$ cat config.mk
export PLATFORM = sky130hd
export DESIGN_NAME = euclidean_distance_core
export DESIGN_NICKNAME = d
export VERILOG_FILES = /design/src/rtl/ed_pkg.sv /design/src/rtl/ed_ctrl.sv /design/src/rtl/ed_datapath.sv /design/src/rtl/euclidean_distance_core.sv
export SDC_FILE = /design/constraint.sdc
export NUM_CORES = 1
export LEC_CHECK = 0
export BUFFER_PORTS_ARGS = -buffer_cell sky130_fd_sc_hd__buf_2
export CORE_MARGIN = 2
export CORE_UTILIZATION = 48
export CTS_BUF_LIST = sky130_fd_sc_hd__clkbuf_4
export DETAILED_ROUTE_END_ITERATION = 8
export GPL_TIMING_DRIVEN = 0
export HOLD_SLACK_MARGIN = 0.06
export PLACE_DENSITY = 0.76
export SYNTH_ARGS = -nofsm -noshare
export SYNTH_HDL_FRONTEND = slang
export SYNTH_SLANG_ARGS = --single-unit
$ cat constraint.sdc
create_clock -name aclk -period 10.05 [get_ports aclk]
set_input_delay 1.5075 -clock aclk [delete_from_list [all_inputs] [get_ports aclk]]
set_output_delay 1.5075 -clock aclk [all_outputs]
set_load 0.1 [all_outputs]
$ cat src/rtl/ed_pkg.sv
package ed_pkg;

    localparam int MAX_DIM   = 64;
    localparam int FRAC_BITS = 8;

    localparam int COMP_W = 16;
    localparam int SQ_W   = 2 * COMP_W;
    localparam int SUM_W  = 39;
    localparam int DIST_W = 27;
    localparam int OCNT_W = 7;
    localparam int CNT_W  = $clog2(MAX_DIM + 1);

    // radicand is the sum scaled by 2^(2*FRAC_BITS)
    localparam int RAD_W  = SUM_W + 2 * FRAC_BITS;
    localparam int ROOT_W = (RAD_W + 1) / 2;
    localparam int ITER_W = (ROOT_W > 1) ? $clog2(ROOT_W) : 1;

    typedef enum logic [1:0] {
        R_IDLE,
        R_RUN,
        R_DONE
    } ed_state_t;

    typedef struct packed {
        logic accept;
        logic load_root;
        logic step_root;
        logic load_out;
    } ed_cmd_t;

    typedef struct packed {
        logic last_pending;
    } ed_status_t;

endpackage

$ cat src/rtl/ed_ctrl.sv
module ed_ctrl (
    input  logic              aclk,
    input  logic              aresetn,
    input  logic              s_valid,
    input  logic              s_last,
    output logic              s_ready,
    input  logic              m_ready,
    output logic              m_valid,
    output ed_pkg::ed_cmd_t   cmd,
    input  ed_pkg::ed_status_t status
);
    import ed_pkg::*;

    ed_state_t         state_reg, state_next;
    logic [ITER_W-1:0] iter_reg, iter_next;
    logic              m_valid_reg, m_valid_next;

    // a closing beat needs a free root engine when it reaches the sum stage
    assign s_ready = !s_last || (state_reg == R_IDLE && !status.last_pending);
    assign m_valid = m_valid_reg;

    always_ff @(posedge aclk) begin
        if (!aresetn) begin
            state_reg   <= R_IDLE;
            iter_reg    <= '0;
            m_valid_reg <= 1'b0;
        end else begin
            state_reg   <= state_next;
            iter_reg    <= iter_next;
            m_valid_reg <= m_valid_next;
        end
    end

    always_comb begin
        state_next    = state_reg;
        iter_next     = iter_reg;
        m_valid_next  = m_valid_reg && !m_ready;
        cmd           = '0;
        cmd.accept    = s_valid && s_ready;
        case (state_reg)
            R_IDLE: begin
                if (status.last_pending) begin
                    cmd.load_root = 1'b1;
                    iter_next     = ITER_W'(ROOT_W - 1);
                    state_next    = R_RUN;
                end
            end
            R_RUN: begin
                cmd.step_root = 1'b1;
                if (iter_reg == '0) begin
                    state_next = R_DONE;
                end else begin
                    iter_next = iter_reg - 1'b1;
                end
            end
            R_DONE: begin
                if (!m_valid_reg || m_ready) begin
                    cmd.load_out = 1'b1;
                    m_valid_next = 1'b1;
                    state_next   = R_IDLE;
                end
            end
            default: begin
                state_next = R_IDLE;
            end
        endcase
    end

endmodule

$ cat src/rtl/ed_datapath.sv
module ed_datapath (
    input  logic                        aclk,
    input  logic                        aresetn,
    input  ed_pkg::ed_cmd_t             cmd,
    output ed_pkg::ed_status_t          status,
    input  logic signed [ed_pkg::COMP_W-1:0] p_component,
    input  logic signed [ed_pkg::COMP_W-1:0] q_component,
    input  logic                        last,
    output logic [ed_pkg::DIST_W-1:0]   distance,
    output logic [ed_pkg::OCNT_W-1:0]   component_count
);
    import ed_pkg::*;

    localparam int RAD2_W = 2 * ROOT_W;
    localparam int REM_W  = ROOT_W + 2;

    logic signed [COMP_W:0] diff;
    logic [COMP_W-1:0]      mag;

    logic              sq_valid_reg;
    logic              sq_last_reg;
    logic [SQ_W-1:0]   sq_reg;

    logic [SUM_W-1:0]  sum_reg, sum_next;
    logic [SUM_W:0]    sum_wide;
    logic [SUM_W-1:0]  sum_sat;
    logic [CNT_W-1:0]  cnt_reg, cnt_next, cnt_inc;

    logic [RAD2_W-1:0] rad_reg;
    logic [ROOT_W-1:0] rem_reg;
    logic [ROOT_W-1:0] root_reg;
    logic [CNT_W-1:0]  root_cnt_reg;
    logic [REM_W-1:0]  rem_shift, trial, rem_diff;
    logic              take;

    logic [DIST_W-1:0] dist_reg;
    logic [OCNT_W-1:0] ocnt_reg;

    assign diff = {q_component[COMP_W-1], q_component}
                - {p_component[COMP_W-1], p_component};
    always_comb begin
        if (diff[COMP_W]) begin
            mag = COMP_W'(-diff);
        end else begin
            mag = diff[COMP_W-1:0];
        end
    end

    always_ff @(posedge aclk) begin
        if (!aresetn) begin
            sq_valid_reg <= 1'b0;
            sq_last_reg  <= 1'b0;
        end else begin
            sq_valid_reg <= cmd.accept;
            sq_last_reg  <= cmd.accept && last;
        end
        if (cmd.accept) begin
            sq_reg <= mag * mag;
        end
    end

    assign status.last_pending = sq_valid_reg && sq_last_reg;

    // saturating accumulate
    assign sum_wide = {1'b0, sum_reg} + (SUM_W + 1)'(sq_reg);
    assign sum_sat  = sum_wide[SUM_W] ? {SUM_W{1'b1}} : sum_wide[SUM_W-1:0];
    assign cnt_inc  = (cnt_reg < CNT_W'(MAX_DIM)) ? cnt_reg + 1'b1 : cnt_reg;

    always_comb begin
        sum_next = sum_reg;
        cnt_next = cnt_reg;
        if (sq_valid_reg) begin
            sum_next = sq_last_reg ? '0 : sum_sat;
            cnt_next = sq_last_reg ? '0 : cnt_inc;
        end
    end

    always_ff @(posedge aclk) begin
        if (!aresetn) begin
            sum_reg <= '0;
            cnt_reg <= '0;
        end else begin
            sum_reg <= sum_next;
            cnt_reg <= cnt_next;
        end
    end

    // digit-by-digit root, one result bit per step
    assign rem_shift = {rem_reg, rad_reg[RAD2_W-1 -: 2]};
    assign trial     = {root_reg, 2'b01};
    assign take      = rem_shift >= trial;
    assign rem_diff  = rem_shift - trial;

    always_ff @(posedge aclk) begin
        if (cmd.load_root) begin
            rad_reg      <= RAD2_W'({sum_sat, {(2 * FRAC_BITS){1'b0}}});
            rem_reg      <= '0;
            root_reg     <= '0;
            root_cnt_reg <= cnt_inc;
        end else if (cmd.step_root) begin
            rad_reg  <= rad_reg << 2;
            rem_reg  <= take ? rem_diff[ROOT_W-1:0] : rem_shift[ROOT_W-1:0];
            root_reg <= {root_reg[ROOT_W-2:0], take};
        end
    end

    always_ff @(posedge aclk) begin
        if (cmd.load_out) begin
            if ((root_reg >> DIST_W) != '0) begin
                dist_reg <= {DIST_W{1'b1}};
            end else begin
                dist_reg <= DIST_W'(root_reg);
            end
            ocnt_reg <= OCNT_W'(root_cnt_reg);
        end
    end

    assign distance        = dist_reg;
    assign component_count = ocnt_reg;

endmodule

$ cat src/rtl/euclidean_distance_core.sv
// Channel  Direction  Payload                          Accepted when
// s_       in         p_component, q_component, last   s_valid && s_ready
// m_       out        distance, component_count        m_valid && m_ready
//
// One coordinate beat is taken per cycle while s_ready is high: the difference
// is squared in the input register stage and summed in the cycle after, so beats
// stream back to back. The closing beat hands the sum to a digit-by-digit root
// unit that settles one bit a cycle; a closing beat waits while that unit is busy
// or its result waits for the output register, ordinary beats keep flowing.
// m_valid rises when the finished root is loaded into the output register.
// Reset (aresetn low, synchronous) clears the sum, count, sequencer and m_valid.
// A stalled result holds in the output register without stopping accumulation.
module euclidean_distance_core (
    input  logic                             aclk,
    input  logic                             aresetn,
    input  logic                             s_valid,
    output logic                             s_ready,
    input  logic signed [ed_pkg::COMP_W-1:0] s_p_component,
    input  logic signed [ed_pkg::COMP_W-1:0] s_q_component,
    input  logic                             s_last,
    output logic                             m_valid,
    input  logic                             m_ready,
    output logic [ed_pkg::DIST_W-1:0]        m_distance,
    output logic [ed_pkg::OCNT_W-1:0]        m_component_count
);
    import ed_pkg::*;

    ed_cmd_t    cmd;
    ed_status_t status;

    // sequence the root unit and the result handshake
    ed_ctrl u_ctrl (
        .aclk    (aclk),
        .aresetn (aresetn),
        .s_valid (s_valid),
        .s_last  (s_last),
        .s_ready (s_ready),
        .m_ready (m_ready),
        .m_valid (m_valid),
        .cmd     (cmd),
        .status  (status)
    );

    // square, accumulate, root and hold the result
    ed_datapath u_dp (
        .aclk            (aclk),
        .aresetn         (aresetn),
        .cmd             (cmd),
        .status          (status),
        .p_component     (s_p_component),
        .q_component     (s_q_component),
        .last            (s_last),
        .distance        (m_distance),
        .component_count (m_component_count)
    );

endmodule

Word level (Yosys, flattened, before mapping)
Cells that the tools add are included.
{ "word_totals": {"elab_cells": 69, "register_bits": 225, "inputBits": 37, "out_inout_bits": 36} }
{ "classes": {"mux": 22, "magnitude_cmp": 2, "n_eq_ne": 6, "n_reduce_logical": 17, "n_addsub": 6, "mul": 1} }
{ "ops": {"columns": ["op", "n"], "rows": [
  ["$mux W55", 2],
  ["$mux W39", 2],
  ["$add A39 B32 Y40", 1],
  ["$mul A16 B16 Y32", 1],
  ["$ge A30 B30 Y1", 1],
  ["$mux W28", 1],
  ["$sub A28 B28 Y28", 1],
  ["$sub A16 B16 Y17", 1],
  ["$mux W16", 1],
  ["$neg A16 Y16", 1],
  ["$mux W7", 2],
  ["$mux W5", 2],
  ["$pmux W5 S2", 1],
  ["$add A7 B1 Y7 const B", 1],
  ["$lt A7 B7 Y1 const B", 1],
  ["$mux W1", 7],
  ["$mux W2", 3],
  ["$ne A2 B1 Y1 const B", 3],
  ["$pmux W2 S3", 1],
  ["$reduce_and A3 Y1", 2],
  ["$logic_and A1 B1 Y1", 5],
  ["$logic_not A5 Y1", 1],
  ["$sub A5 B1 Y5 const B", 1],
  ["$logic_not A1 Y1", 4],
  ["6 further kinds", 8]
]} }

Logic depth before layout (Yosys ltp)
{ "depth": {"ltp_word": 6, "ltp_mapped": 37, "mapped_depth_nobuf": 36} }

Cells and area by module
Synthesis repeated with hierarchy kept, for this count alone.
{ "hier_totals": {"hier_cells": 2211, "area_unflattened_um2": 19956.6} }
{ "by_module_without_submodules": {"columns": ["module", "cells_each", "instances", "seq_area_each_um2", "area_each_um2"], "rows": [
  ["ed_datapath", 2168, 1, 5435.2, 19550.0],
  ["ed_ctrl", 43, 1, 160.2, 406.6]
]} }

Worst setup path before layout
No wires, ideal clock.
{ "synth_path": {"kind": "input-to-reg", "startpoint": "input port s_p_component[7] in the netlist's numbering", "endpoint": "register u_dp.sq_reg[31] (data pin)", "path_slack_ps": 218, "setup_time_ps": 260, "path_stages": 34, "path_buffers": 2, "arrival_time_ps": 9573, "required_time_ps": 9790, "path_cell_list": "inv_1 ha_1 clkbuf_1 xor2_1 or4_1 o41ai_1 and2_1 o32ai_1 nor4_1 a31oi_1 xnor2_2 inv_2 buf_2 nand2_1 inv_1 fa_1 fa_1 fa_1 fa_1 fa_1 inv_1 fa_1 inv_1 ha_1 a21o_1 a21o_1 a21oi_1 o21ai_0 a21o_1 a221oi_1 nor2_1 o31a_1 xnor2_1 xnor2_1"} }
{ "synth_via": {"elab_chain_len": 4} }
{ "synth_lines": {"columns": ["element", "line_no", "source"], "rows": [
  ["start: declaration", "euclidean_distance_core.sv:18", "input logic signed [ed_pkg::COMP_W-1:0] s_p_component,"],
  ["$sub A16 B16 Y17 *", "ed_datapath.sv:40", "- {p_component[COMP_W-1], p_component};"],
  ["$neg A16 Y16", "ed_datapath.sv:43", "mag = COMP_W'(-diff);"],
  ["$mux W16 *", "ed_datapath.sv:42", "if (diff[COMP_W]) begin"],
  ["$mul A16 B16 Y32 *", "ed_datapath.sv:58", "sq_reg <= mag * mag;"],
  ["end signal: assignment", "ed_datapath.sv:58", null],
  ["end: declaration", "ed_datapath.sv:22", "logic [SQ_W-1:0] sq_reg;"]
]} }
Mark *: on every way between the ends. The rest lies on a longest branch, timed or not.
A chain may end at the register's enable or synchronous reset.

Final worst setup path
{ "layout_path": {"startpoint": "input port s_p_component[0] in the netlist's numbering", "endpoint": "register u_dp.sq_reg[31] (data pin)"} }
The elaborated chain is that of the path after synthesis.

==> metrics.txt <==
# TYPE chip_impl_metric gauge
chip_impl_metric{name="firstDrtPassIters",unit=""} 5
chip_impl_metric{name="post_dp_cell_area",unit="µm²"} 20500
chip_impl_metric{name="fmaxAchievable",unit="MHz"} 104
chip_impl_metric{name="layout_min_cycle_time",unit="ns"} 9.66
chip_impl_metric{name="wire_per_inst",unit="µm"} 15.3
chip_impl_info{name="cts_root_buffer",value="sky130_fd_sc_hd__clkbuf_4"} 1
chip_impl_metric{name="largest_reg_flops",unit=""} 40
chip_impl_metric{name="syn-num-nets",unit=""} 2521
chip_impl_metric{name="placement_rows",unit=""} 73
chip_impl_metric{name="asyncSetResetFlopFracSynth",unit=""} 0
chip_impl_metric{name="tritoncts.num_buffers",unit=""} 55
chip_impl_metric{name="cap_violations",unit=""} 0
chip_impl_metric{name="dp.final_hpwl",unit="mm"} 34.3
chip_impl_metric{name="final_core_util",unit=""} 0.541
chip_impl_metric{name="drt_first_iter_violations",unit=""} 871
chip_impl_metric{name="post_route_cells_drive_above_1_share",unit=""} 0.103
chip_impl_metric{name="route.vias.total",unit=""} 15496
chip_impl_metric{name="critPathMaxFanout",unit=""} 7
chip_impl_metric{name="timing.setup.tns",unit="ns"} 0
chip_impl_metric{name="design.core.area",unit="µm²"} 39900
chip_impl_metric{name="syn-instance-count",unit=""} 2141
chip_impl_metric{name="postSynthAreaPerCell",unit="µm²"} 9.10
chip_impl_info{name="crit_path_frequent_cell",value="sky130_fd_sc_hd__fa_1"} 1
chip_impl_info{name="outcome",value="complete, no violations"} 1
chip_impl_metric{name="clock_latency",unit="ns"} 0.69
chip_impl_metric{name="layout.nets",unit=""} 2669
chip_impl_metric{name="route.final.wire_length",unit="mm"} 43.8
chip_impl_info{name="primary_ff_master_synth",value="sky130_fd_sc_hd__dfxtp_1"} 1
chip_impl_metric{name="cts.sink_count",unit=""} 224
chip_impl_metric{name="fin_skew",unit="ns"} 0.0705
chip_impl_metric{name="ant_nets",unit=""} 0
chip_impl_metric{name="grt_start_max_net_pins",unit=""} 40
chip_impl_metric{name="place.gp.congestion",unit=""} 0.907
chip_impl_metric{name="timing.final.setup_violations",unit=""} 0
chip_impl_metric{name="synth.yosys.seq_area_share",unit=""} 0.287
chip_impl_info{name="crit_type",value="in2reg"} 1
chip_impl_metric{name="required",unit="ns"} 10.46
chip_impl_metric{name="post-place-cells",unit=""} 2738
chip_impl_metric{name="synth.distinct_cells",unit=""} 77
chip_impl_metric{name="yosysWarnings",unit=""} 0
chip_impl_metric{name="start_util",unit=""} 0.488
chip_impl_metric{name="finalMaxSlewViolations",unit=""} 0
chip_impl_info{name="critPathLaunchType",value="input pin"} 1
chip_impl_metric{name="remaining_max_slew_budget_at_the_tightest_pin",unit=""} 0.389
chip_impl_metric{name="max-clock-path-buffers",unit=""} 3
chip_impl_metric{name="chipHeight",unit="µm"} 205
chip_impl_info{name="endpoint_class_of_the_critical_path",value="register"} 1
chip_impl_metric{name="drc_errors",unit=""} 0
chip_impl_metric{name="worst_pin_slew",unit="ns"} 0.914
chip_impl_metric{name="cts.clk_slew.worst_paths",unit="ns"} 0.06
chip_impl_metric{name="hold_violations",unit=""} 0
chip_impl_metric{name="detail_route.vias_per_cell",unit=""} 5.42
chip_impl_metric{name="fin_crit_share",unit=""} 0.961
chip_impl_info{name="worst_path_max_delay_cell",value="sky130_fd_sc_hd__fa_1"} 1
chip_impl_metric{name="worstPathArrival",unit="ns"} 10.07
chip_impl_metric{name="final_cell_count_no_fill",unit=""} 2861
chip_impl_metric{name="synth_enable_flop_cells",unit=""} 111
chip_impl_metric{name="grt_pass1_wl",unit="mm"} 72.6
chip_impl_metric{name="cts_htree_levels",unit=""} 2
chip_impl_metric{name="place.port_buffers",unit=""} 72
chip_impl_metric{name="via_count_of_the_first_global_routing_pass",unit=""} 15736
chip_impl_info{name="tritoncts_clock_tree",value="built"} 1
chip_impl_metric{name="globalRouteOverflowTotal",unit=""} 0
chip_impl_metric{name="area.growth.synth_to_final",unit="%"} 10.8
chip_impl_info{name="hold_class",value="reg2reg"} 1
chip_impl_metric{name="die-area",unit="µm²"} 42200
chip_impl_metric{name="ys_seq_elements",unit=""} 224
chip_impl_metric{name="cp_slowest_stage_delay",unit="ns"} 0.54
chip_impl_metric{name="grt_antenna_before_repair",unit=""} 1
chip_impl_metric{name="synthesis.area",unit="µm²"} 19500
chip_impl_metric{name="fillers",unit=""} 3503
chip_impl_metric{name="io-pin-count",unit=""} 73
chip_impl_metric{name="chipWidth",unit="µm"} 205
chip_impl_metric{name="fin_area",unit="µm²"} 21600
chip_impl_metric{name="grt_usage",unit=""} 0.209
==> cell families (layout without fill, tap and decap cells) <==
family,Yosys count,after routing,share of synthesized area
simple gates,572,572,0.132
compound gates,481,482,0.156
buf+inv,378,571,0.0734
fa+ha+maj,343,343,0.284
flops,224,224,0.287
xor+xnor,120,120,0.0551
mux,23,23,0.0119
other cells,0,1,0
==> placed cells by master, fill, tap and decap left out, types with 23 or more instances in the layout <==
cell and n:
sky130_fd_sc_hd__inv_1 300, sky130_fd_sc_hd__nand2_1 190, sky130_fd_sc_hd__ha_1 178, sky130_fd_sc_hd__nor2_1 177, sky130_fd_sc_hd__fa_1 165, sky130_fd_sc_hd__o21ai_0 127, sky130_fd_sc_hd__dfxtp_1 113, sky130_fd_sc_hd__edfxtp_1 111
sky130_fd_sc_hd__a21oi_1 107, sky130_fd_sc_hd__buf_2 76, sky130_fd_sc_hd__clkbuf_4 74, sky130_fd_sc_hd__a21o_1 71, sky130_fd_sc_hd__xnor2_1 64, sky130_fd_sc_hd__nand3_1 53, sky130_fd_sc_hd__clkbuf_1 46, sky130_fd_sc_hd__xor2_1 42
sky130_fd_sc_hd__nand2b_1 29, sky130_fd_sc_hd__o21ai_1 26, sky130_fd_sc_hd__nor3_1 25, sky130_fd_sc_hd__buf_4 24, sky130_fd_sc_hd__clkinv_1 23
==> layer usage <==
metal	vias up	global-route usage	wire, µm
li1	7579	-	-
met1	7326	0.247	18300
met2	480	0.387	22000
met3	111	0.0247	2210
met4	0	0.0745	1400
met5	-	0	0
==> layout make-up <==
cell class | count | area (µm²) | area share
Inverter | 309 | 1170 | 0.0542
Multi-Input combinational cell | 1540 | 12700 | 0.587
Clock inverter | 29 | 143 | 0.00660
Buffer | 65 | 267 | 0.0123
Timing Repair Buffer | 94 | 526 | 0.0243
Clock buffer | 74 | 556 | 0.0257
Tap cell | 525 | 657 | 0.0304
Antenna cell | 1 | 2.50 | 0.000116
Sequential cell | 224 | 5600 | 0.259
==> path summary, 6_finish.rpt <==
kind                        start                      end  slack, ns  depth (start not counted)
max reg2reg        u_dp.sq_reg[2]         u_dp.rad_reg[43]       5.92                         12
max              s_p_component[0]          u_dp.sq_reg[31]       0.39                         36
min          u_dp.root_cnt_reg[2]  u_dp.component_count[2]       0.42                          0
min reg2reg  u_dp.root_cnt_reg[2]  u_dp.component_count[2]       0.42                          0
==> critical path: cells and delay by family <==
family / cells / cell delay, ns
simple gates: 6 / 0.86
compound gates: 10 / 2.46
buf+inv: 8 / 0.79
fa+ha+maj: 9 / 3.90
xor+xnor: 3 / 0.54
==> repair_timing <==
item,CTS,global route
setup endpoints to repair,9,11
pin swaps,4,10
hold buffers,0,0
setup buffers,5,17
endpoints found under the hold margin,0,0
resized for setup,12,36
cloned,0,1
==> through the flow <==
step	setup WS [ns]	hold WS [ns]
after floorplan	0.218	0.400
after global placement	-1.12	0.401
after detailed placement	-1.26	0.406
after CTS	0.00599	0.420
after global routing	-0.00335	0.429
final	0.389	0.417
==> synthesized netlist by cell type, types with 26 or more instances <==
library cell / instances / area (µm²)
sky130_fd_sc_hd__ha_1: 178 / 2230
sky130_fd_sc_hd__edfxtp_1: 111 / 3330
sky130_fd_sc_hd__fa_1: 165 / 3300
sky130_fd_sc_hd__nand2_1: 190 / 713
sky130_fd_sc_hd__o21ai_1: 26 / 130
sky130_fd_sc_hd__a21o_1: 71 / 533
sky130_fd_sc_hd__nor2_1: 177 / 664
sky130_fd_sc_hd__nand2b_1: 29 / 181
sky130_fd_sc_hd__dfxtp_1: 113 / 2260
sky130_fd_sc_hd__o21ai_0: 127 / 636
sky130_fd_sc_hd__clkbuf_1: 57 / 214
sky130_fd_sc_hd__nand3_1: 53 / 265
sky130_fd_sc_hd__inv_1: 302 / 1130
sky130_fd_sc_hd__xor2_1: 45 / 394
sky130_fd_sc_hd__a21oi_1: 107 / 536
sky130_fd_sc_hd__nor3_1: 26 / 130
sky130_fd_sc_hd__xnor2_1: 72 / 631
Power is not shown: default switching activity piles up to over one toggle a cycle in this logic, so the estimate is an artifact.
